$ cat src/rtl/pcm_vol_pkg.sv
// Shared types and constants for the PCM byte stream volume scaler.
package pcm_vol_pkg;

   localparam int GAIN_W   = 15;
   localparam int SW_W     = 2;
   localparam int CSR_IDX_W = 1;
   localparam int CSR_DATA_W = GAIN_W;
   localparam int Q_SHIFT  = 14;

   localparam logic [GAIN_W-1:0] UNITY_GAIN = 15'd16384;
   localparam logic [GAIN_W-1:0] MUTE_GAIN  = 15'd0;

   // register indexes
   localparam logic [CSR_IDX_W-1:0] CSR_GAIN         = 1'd0;
   localparam logic [CSR_IDX_W-1:0] CSR_SAMPLE_WIDTH = 1'd1;

   // sample width codes
   localparam logic [SW_W-1:0] SW_8  = 2'd0;
   localparam logic [SW_W-1:0] SW_16 = 2'd1;
   localparam logic [SW_W-1:0] SW_24 = 2'd2;
   localparam logic [SW_W-1:0] SW_32 = 2'd3;

   // 24-bit saturation bounds on the shifted product
   localparam logic signed [33:0] SAT_HI = 34'sh0007FFFFF;
   localparam logic signed [33:0] SAT_LO = -34'sh000800000;

   typedef struct packed {
      logic [7:0] data_byte;
      logic       buffer_end;
   } req_type;

   typedef struct packed {
      logic [7:0] out_byte;
      logic       run_last;
      logic       buffer_done;
   } rsp_type;

endpackage

$ cat src/rtl/pcm_byte_stream_volume_scaler.sv
// Top level: byte assembly, Q14 gain multiply and byte-serial result drain.
//
//  channel  ports                          direction  payload
//  req      req_valid/req_ready/req_data   in         data_byte, buffer_end
//  rsp      rsp_valid/rsp_ready/rsp_data   out        out_byte, run_last, buffer_done
//  csr      csr_we/csr_index/csr_wdata     in         gain, sample_width
//
// One byte is accepted per cycle while req_ready is high. A byte that completes a
// sample or ends a buffer goes to a sample register; the multiply sits between it
// and the drain buffer, which sends one byte per cycle while rsp_ready is high, so the
// sustained rate is one byte per cycle; results are offered from the drain buffer.
// Reset clears held bytes, both pipeline stages and sets gain to unity, 16 bit.
// rsp stalls back up through the drain buffer and the sample register into req.
module pcm_byte_stream_volume_scaler (
   input  logic                                  clock,
   input  logic                                  reset,
   input  logic                                  req_valid,
   output logic                                  req_ready,
   input  pcm_vol_pkg::req_type                  req_data,
   output logic                                  rsp_valid,
   input  logic                                  rsp_ready,
   output pcm_vol_pkg::rsp_type                  rsp_data,
   input  logic                                  csr_we,
   input  logic [pcm_vol_pkg::CSR_IDX_W-1:0]     csr_index,
   input  logic [pcm_vol_pkg::CSR_DATA_W-1:0]    csr_wdata
);

   // configuration
   logic [pcm_vol_pkg::GAIN_W-1:0] gain_ff, gain_in;
   logic [pcm_vol_pkg::SW_W-1:0]   sw_ff, sw_in;

   // partial sample
   logic [23:0] held_bytes_ff, held_bytes_in;
   logic [1:0]  held_count_ff, held_count_in;

   // sample register
   logic        s1_valid_ff, s1_valid_in;
   logic [31:0] s1_word_ff, s1_word_in;
   logic [2:0]  s1_count_ff, s1_count_in;
   logic        s1_full_ff, s1_full_in;
   logic        s1_last_ff, s1_last_in;

   // drain buffer
   logic [31:0] buf_word_ff, buf_word_in;
   logic [2:0]  buf_count_ff, buf_count_in;
   logic        buf_last_ff, buf_last_in;

   logic        req_fire, rsp_fire, s1_move;
   logic [2:0]  nbytes, count;
   logic [31:0] word;
   logic        emit;

   logic signed [31:0] samp;
   logic signed [15:0] gain_s;
   logic signed [47:0] prod;
   logic signed [33:0] shifted;
   logic [31:0]        scaled, out_word;

   assign rsp_valid = (buf_count_ff != 3'd0);
   assign rsp_fire  = rsp_valid && rsp_ready;
   assign s1_move   = s1_valid_ff &&
                      ((buf_count_ff == 3'd0) || ((buf_count_ff == 3'd1) && rsp_ready));
   assign req_ready = !s1_valid_ff || s1_move;
   assign req_fire  = req_valid && req_ready;

   assign rsp_data.out_byte    = buf_word_ff[7:0];
   assign rsp_data.run_last    = (buf_count_ff == 3'd1);
   assign rsp_data.buffer_done = (buf_count_ff == 3'd1) && buf_last_ff;

   // byte assembly
   always_comb begin
      nbytes = {1'b0, sw_ff} + 3'd1;
      count  = {1'b0, held_count_ff} + 3'd1;
      word   = {8'd0, held_bytes_ff} |
               ({24'd0, req_data.data_byte} << {held_count_ff, 3'b000});
      emit   = (count == nbytes) || req_data.buffer_end;
   end

   // gain multiply, floor shift, 24-bit saturation, mute and unity/partial bypass
   always_comb begin
      unique case (sw_ff)
         pcm_vol_pkg::SW_8:  samp = {{24{s1_word_ff[7]}}, s1_word_ff[7:0]};
         pcm_vol_pkg::SW_16: samp = {{16{s1_word_ff[15]}}, s1_word_ff[15:0]};
         pcm_vol_pkg::SW_24: samp = {{8{s1_word_ff[23]}}, s1_word_ff[23:0]};
         pcm_vol_pkg::SW_32: samp = s1_word_ff;
         default:            samp = s1_word_ff;
      endcase
      gain_s  = {1'b0, gain_ff};
      prod    = 48'(samp) * 48'(gain_s);
      // dropping the low bits of a two's complement value floors
      shifted = prod[47:pcm_vol_pkg::Q_SHIFT];
      scaled  = shifted[31:0];
      if (sw_ff == pcm_vol_pkg::SW_24) begin
         if (shifted > pcm_vol_pkg::SAT_HI) begin
            scaled = {8'd0, pcm_vol_pkg::SAT_HI[23:0]};
         end else if (shifted < pcm_vol_pkg::SAT_LO) begin
            scaled = {8'd0, pcm_vol_pkg::SAT_LO[23:0]};
         end
      end
      if (gain_ff == pcm_vol_pkg::MUTE_GAIN) begin
         out_word = 32'd0;
      end else if (!s1_full_ff || (gain_ff == pcm_vol_pkg::UNITY_GAIN)) begin
         out_word = s1_word_ff;
      end else begin
         out_word = scaled;
      end
   end

   always_comb begin
      gain_in       = gain_ff;
      sw_in         = sw_ff;
      held_bytes_in = held_bytes_ff;
      held_count_in = held_count_ff;
      s1_valid_in   = s1_valid_ff;
      s1_word_in    = s1_word_ff;
      s1_count_in   = s1_count_ff;
      s1_full_in    = s1_full_ff;
      s1_last_in    = s1_last_ff;
      buf_word_in   = buf_word_ff;
      buf_count_in  = buf_count_ff;
      buf_last_in   = buf_last_ff;

      if (s1_move) begin
         s1_valid_in = 1'b0;
      end

      if (req_fire) begin
         if (emit) begin
            held_bytes_in = 24'd0;
            held_count_in = 2'd0;
            s1_valid_in   = 1'b1;
            s1_word_in    = word;
            s1_count_in   = count;
            s1_full_in    = (count == nbytes);
            s1_last_in    = req_data.buffer_end;
         end else begin
            held_bytes_in = word[23:0];
            held_count_in = count[1:0];
         end
      end

      if (s1_move) begin
         buf_word_in  = out_word;
         buf_count_in = s1_count_ff;
         buf_last_in  = s1_last_ff;
      end else if (rsp_fire) begin
         buf_word_in  = {8'd0, buf_word_ff[31:8]};
         buf_count_in = buf_count_ff - 3'd1;
      end

      if (csr_we) begin
         unique case (csr_index)
            pcm_vol_pkg::CSR_GAIN: begin
               gain_in = csr_wdata;
            end
            pcm_vol_pkg::CSR_SAMPLE_WIDTH: begin
               sw_in         = csr_wdata[pcm_vol_pkg::SW_W-1:0];
               held_bytes_in = 24'd0;
               held_count_in = 2'd0;
            end
            default: begin
            end
         endcase
      end
   end

   always_ff @(posedge clock) begin
      if (reset) begin
         gain_ff       <= pcm_vol_pkg::UNITY_GAIN;
         sw_ff         <= pcm_vol_pkg::SW_16;
         held_bytes_ff <= 24'd0;
         held_count_ff <= 2'd0;
         s1_valid_ff   <= 1'b0;
         buf_count_ff  <= 3'd0;
      end else begin
         gain_ff       <= gain_in;
         sw_ff         <= sw_in;
         held_bytes_ff <= held_bytes_in;
         held_count_ff <= held_count_in;
         s1_valid_ff   <= s1_valid_in;
         buf_count_ff  <= buf_count_in;
      end
   end

   always_ff @(posedge clock) begin
      s1_word_ff  <= s1_word_in;
      s1_count_ff <= s1_count_in;
      s1_full_ff  <= s1_full_in;
      s1_last_ff  <= s1_last_in;
      buf_word_ff <= buf_word_in;
      buf_last_ff <= buf_last_in;
   end

`ifndef SYNTHESIS
   // a partial sample never reaches the configured sample size
   a_held_below_width: assert property (@(posedge clock) disable iff (reset)
      held_count_ff <= sw_ff)
      else $error("held byte count reached sample size");

   // handoff loads exactly the stored byte count into the drain buffer
   a_handoff_count: assert property (@(posedge clock) disable iff (reset)
      s1_move |=> (buf_count_ff == $past(s1_count_ff)))
      else $error("drain buffer count differs from sample register");

   // drain buffer holds one to four bytes or is empty
   a_buf_bound: assert property (@(posedge clock) disable iff (reset)
      buf_count_ff <= 3'd4)
      else $error("drain buffer count out of range");

   // a buffer can only close on the last byte of a transaction
   a_done_on_last: assert property (@(posedge clock) disable iff (reset)
      (rsp_valid && rsp_data.buffer_done) |-> rsp_data.run_last)
      else $error("buffer_done without run_last");
`endif

endmodule
$ cat config.mk
export PLATFORM = sky130hd
export DESIGN_NAME = pcm_byte_stream_volume_scaler
export DESIGN_NICKNAME = d
export VERILOG_FILES = /design/src/rtl/pcm_vol_pkg.sv /design/src/rtl/pcm_byte_stream_volume_scaler.sv
export SDC_FILE = /design/constraint.sdc
export NUM_CORES = 1
export LEC_CHECK = 0
export BUFFER_PORTS_ARGS = -buffer_cell sky130_fd_sc_hd__buf_2
export CAP_MARGIN = 0
export CORE_MARGIN = 2
export CORE_UTILIZATION = 55
export DETAILED_ROUTE_END_ITERATION = 8
export GPL_TIMING_DRIVEN = 1
export MAX_ROUTING_LAYER = met4
export PLACE_DENSITY = 0.74
export SYNTH_ARGS = -nofsm -noshare
export SYNTH_HDL_FRONTEND = slang
export SYNTH_SLANG_ARGS = --single-unit
$ cat constraint.sdc
create_clock -name clock -period 12.6 [get_ports clock]
set_clock_uncertainty 0.2 [all_clocks]
set_input_delay 2.52 -clock clock [delete_from_list [all_inputs] [get_ports clock]]
set_output_delay 2.52 -clock clock [all_outputs]
set_load 0.03 [all_outputs]
==> results.toml <==
[global_routing]
grt_residual_overflow = 0
grt_first_pass_wirelength_um = 99600
grt_antenna_before_repair = 1
grt_start_max_net_pins = 37
via_count_of_the_first_global_routing_pass = 19100
grt_usage_pct = 31.3

[floorplan]
die_area_mm2 = 0.0427
placeableCoreArea_mm2 = 0.0406
floorplan.io_pins = 42
die_height_um = 207
placementRows = 74
start_util_pct = 55.5
floorplan.die.width_um = 207

[timing]
finalCritPeriodShare_pct = 82.3
grt_setup_unrepaired = "no"
finalHoldViolCount = 0
worst_slack_ps = 2220
final_setup_tns_ps = 0
drv_slew = 0
final_count_of_negative_setup_slack_endpoints = 0
fin_hold_ws_ps = 238
slew_headroom_pct = 16.4
worst_pin_slew_ps = 1250
clock.fmax_mhz = 96.4
finalCriticalPeriod_ps = 10380

[clocking]
cts_inserted_buffers = 17
cts.path.max_buffers = 2
clkSinkCount = 117
cts-hold-fix-buffers = 0
clock_latency_ps = 430
post_cts_buffers = 0
clock_tree.htree_level_count = 4
clock_tree.root_cell = "sky130_fd_sc_hd__clkbuf_16"
cts_resized = 0
cts_tree = "yes"
clock_pin_slew_worst_setup_and_hold_paths_ps = 60

[worst_setup_path]
critical_path_arrival_ps = 10470
timing.critical_path.fanout_max = 25
critical_path.most_common_cell = "sky130_fd_sc_hd__fa_1"
crit_type = "reg -> reg"
critical_path.startpoint_type = "flip-flop"
worst_path_max_delay_cell = "sky130_fd_sc_hd__a41o_1"
critical_path.endpoint_type = "flip-flop"
critical_path_required_ps = 12690
cell_type_group_with_the_largest_total_delay_on_the_critical_path = "adder cells"
cp_num_buf_inv = 5
critical-path-max-stage-delay_ps = 860

[final_layout]
drive_gt1_share_pct = 5.48
final_core_util_pct = 58.4
antenna_cells = 0
final.fill_count = 3571
final_design_area_no_fill_mm2 = 0.0237
final_cells = 3048
nNetsFinal = 3105
synthToLayoutAreaGrowth_pct = 5.22

[logic_synthesis]
synth_nets = 3147
synth_enable_flop_cells = 70
synth-seq-cells = 117
synthesis_warnings = 0
syn-mean-instance-area_um2 = 8.87
syn_inst = 2545
asyncSetResetFlopFracSynth_pct = 0
synth.yosys.seq_area_share_pct = 13.5
post_synth_num_cell_types = 75
mapped_cell_area_mm2 = 0.0226
synth_flop_cell = "sky130_fd_sc_hd__edfxtp_1"

[placement]
numPortBuffers = 41
placedInstanceArea_mm2 = 0.0232
detailed_place_hpwl_um = 47700
placement.setup.worst_slack_ps = 2320
routabilityCongestion = 1.04
dp.cells = 3016

[power]
ir_worst_vdd_mv = 0.104
cell_leakage_power_nw = 11.1
power_mw = 3.70
power.density_cell_area_mw_per_mm2 = 156

[routing]
route.detailed.vias_per_inst = 5.77
finalWirelength_um = 61000
drtAntennaViolNets = 0
drt_iter0_drc = 1474
num_vias = 17600
drc = 0
post_drt_wl_per_cell_um = 20.0
detailed_router_iteration_count_before_antenna_repair = 5

[run_status]
outcome = "completed"

[worst_hold_path]
worstHoldPathType = "reg -> reg"

[job]
drv.max_cap_violation_count = 0
metal layers:
layer	track usage, %	routed length (um)
met4	12.4	2450
met2	52.2	30300
met3	3.50	4160
met5	-	0
met1	39.3	24200
path summary, 6_finish.rpt:
path,start,to,slack [ps],cells past startpoint
max,sw_ff[0]$_SDFFE_PP1P_,buf_word_ff[28]$_SDFFCE_PP0P_,2220,27
min,s1_last_ff$_DFFE_PP_,buf_last_ff$_DFFE_PP_,240,0
max reg2reg,sw_ff[0]$_SDFFE_PP1P_,buf_word_ff[28]$_SDFFCE_PP0P_,2220,27
min reg2reg,s1_last_ff$_DFFE_PP_,buf_last_ff$_DFFE_PP_,240,0
area by class of cell:
type                    instances  area (um2)  share of cell area, %
clock inverters                11        86.3                  0.364
repair buffers                 77         475                   2.00
multi-input cells            1779       17100                   71.8
clock buffers                  21         493                   2.08
flip-flops and latches        117        3050                   12.8
well taps                     532         666                   2.80
inverters                     511        1920                   8.08
cell families after synthesis:
family	share of synthesized area [%]
AND/OR/NAND/NOR	17.4
buffers and inverters	11.1
adder cells (fa/ha/maj)	46.8
AO/OA/AOI/OAI	9.67
flip-flops	13.5
XOR/XNOR	1.48
multiplexers	0.0943
state kept, by name (all words and copies together) (netlist names), 2 cells and up:
name,flops
sw_ff,2
held_count_ff,2
s1_count_ff,3
gain_ff,15
buf_word_ff,32
held_bytes_ff,24
buf_count_ff,3
s1_word_ff,32
Yosys cell counts (all sizes together) (31+ instances only):
cell type | count | area share, %
inv | 510 | 8.5
fa | 453 | 40
nand2 | 376 | 6.3
and2 | 214 | 5.9
a21oi | 132 | 2.9
nor2 | 128 | 2.1
ha | 119 | 6.6
clkbuf | 112 | 1.9
edfxtp | 70 | 9.3
o21ai | 68 | 1.5
dfxtp | 47 | 4.2
a21o | 31 | 1.0
power breakdown:
group | switching (mW) | internal (mW) | leakage (nW)
Sequential | 0.0528 | 0.514 | 1.06
Combinational | 1.72 | 0.941 | 9.76
Clock | 0.189 | 0.283 | 0.286
Total | 1.96 | 1.74 | 11.1
cell usage in the layout, fill, tap and decap left out, types with 4 or more instances in the layout:
cell	synthesis	routed
sky130_fd_sc_hd__inv_1	510	510
sky130_fd_sc_hd__fa_1	453	453
sky130_fd_sc_hd__nand2_1	376	376
sky130_fd_sc_hd__and2_1	213	213
sky130_fd_sc_hd__nor2_1	128	128
sky130_fd_sc_hd__a21oi_1	131	120
sky130_fd_sc_hd__ha_1	119	119
sky130_fd_sc_hd__edfxtp_1	70	70
sky130_fd_sc_hd__o21ai_0	58	58
sky130_fd_sc_hd__dfxtp_1	47	44
sky130_fd_sc_hd__buf_2	12	41
sky130_fd_sc_hd__buf_4	10	36
sky130_fd_sc_hd__a21o_1	31	31
sky130_fd_sc_hd__a221o_1	24	24
sky130_fd_sc_hd__nor3_1	20	20
sky130_fd_sc_hd__xnor2_1	20	20
sky130_fd_sc_hd__clkbuf_16	0	19
sky130_fd_sc_hd__nand4_1	18	18
sky130_fd_sc_hd__xor2_1	18	18
sky130_fd_sc_hd__nand3_1	17	17
sky130_fd_sc_hd__and3_1	14	14
sky130_fd_sc_hd__nor2b_1	13	12
sky130_fd_sc_hd__a21oi_2	1	12
sky130_fd_sc_hd__o21ai_1	10	10
sky130_fd_sc_hd__a31oi_1	10	10
sky130_fd_sc_hd__o21a_1	9	9
sky130_fd_sc_hd__a211oi_1	8	8
sky130_fd_sc_hd__nor4_1	7	7
sky130_fd_sc_hd__a32o_1	7	7
sky130_fd_sc_hd__o211ai_1	6	6
sky130_fd_sc_hd__o31ai_1	5	5
sky130_fd_sc_hd__o21bai_1	5	5
sky130_fd_sc_hd__a21boi_1	4	4
sky130_fd_sc_hd__a21boi_0	4	4
sky130_fd_sc_hd__clkinv_4	0	4
worst reg2reg max path: stages, from the launching register on:
cell and delay (ps):
sky130_fd_sc_hd__dfxtp_1 410, sky130_fd_sc_hd__inv_1 90, sky130_fd_sc_hd__ha_1 310, sky130_fd_sc_hd__a21oi_1 770, sky130_fd_sc_hd__a21boi_1 710, sky130_fd_sc_hd__a21oi_1 150
sky130_fd_sc_hd__buf_4 240, sky130_fd_sc_hd__nand2_1 190, sky130_fd_sc_hd__fa_1 550, sky130_fd_sc_hd__fa_1 600, sky130_fd_sc_hd__inv_1 260, sky130_fd_sc_hd__fa_1 490
sky130_fd_sc_hd__fa_1 500, sky130_fd_sc_hd__fa_1 500, sky130_fd_sc_hd__inv_1 50, sky130_fd_sc_hd__fa_1 470, sky130_fd_sc_hd__inv_1 40, sky130_fd_sc_hd__ha_1 430
sky130_fd_sc_hd__a21o_1 260, sky130_fd_sc_hd__a31oi_1 180, sky130_fd_sc_hd__o21ai_0 170, sky130_fd_sc_hd__or3_1 370, sky130_fd_sc_hd__a221o_1 270, sky130_fd_sc_hd__o311a_1 170
sky130_fd_sc_hd__nor4bb_1 310, sky130_fd_sc_hd__a41o_1 860, sky130_fd_sc_hd__and2_0 460, sky130_fd_sc_hd__a32o_1 240
Note: power is estimated with default switching activity, not from simulation.
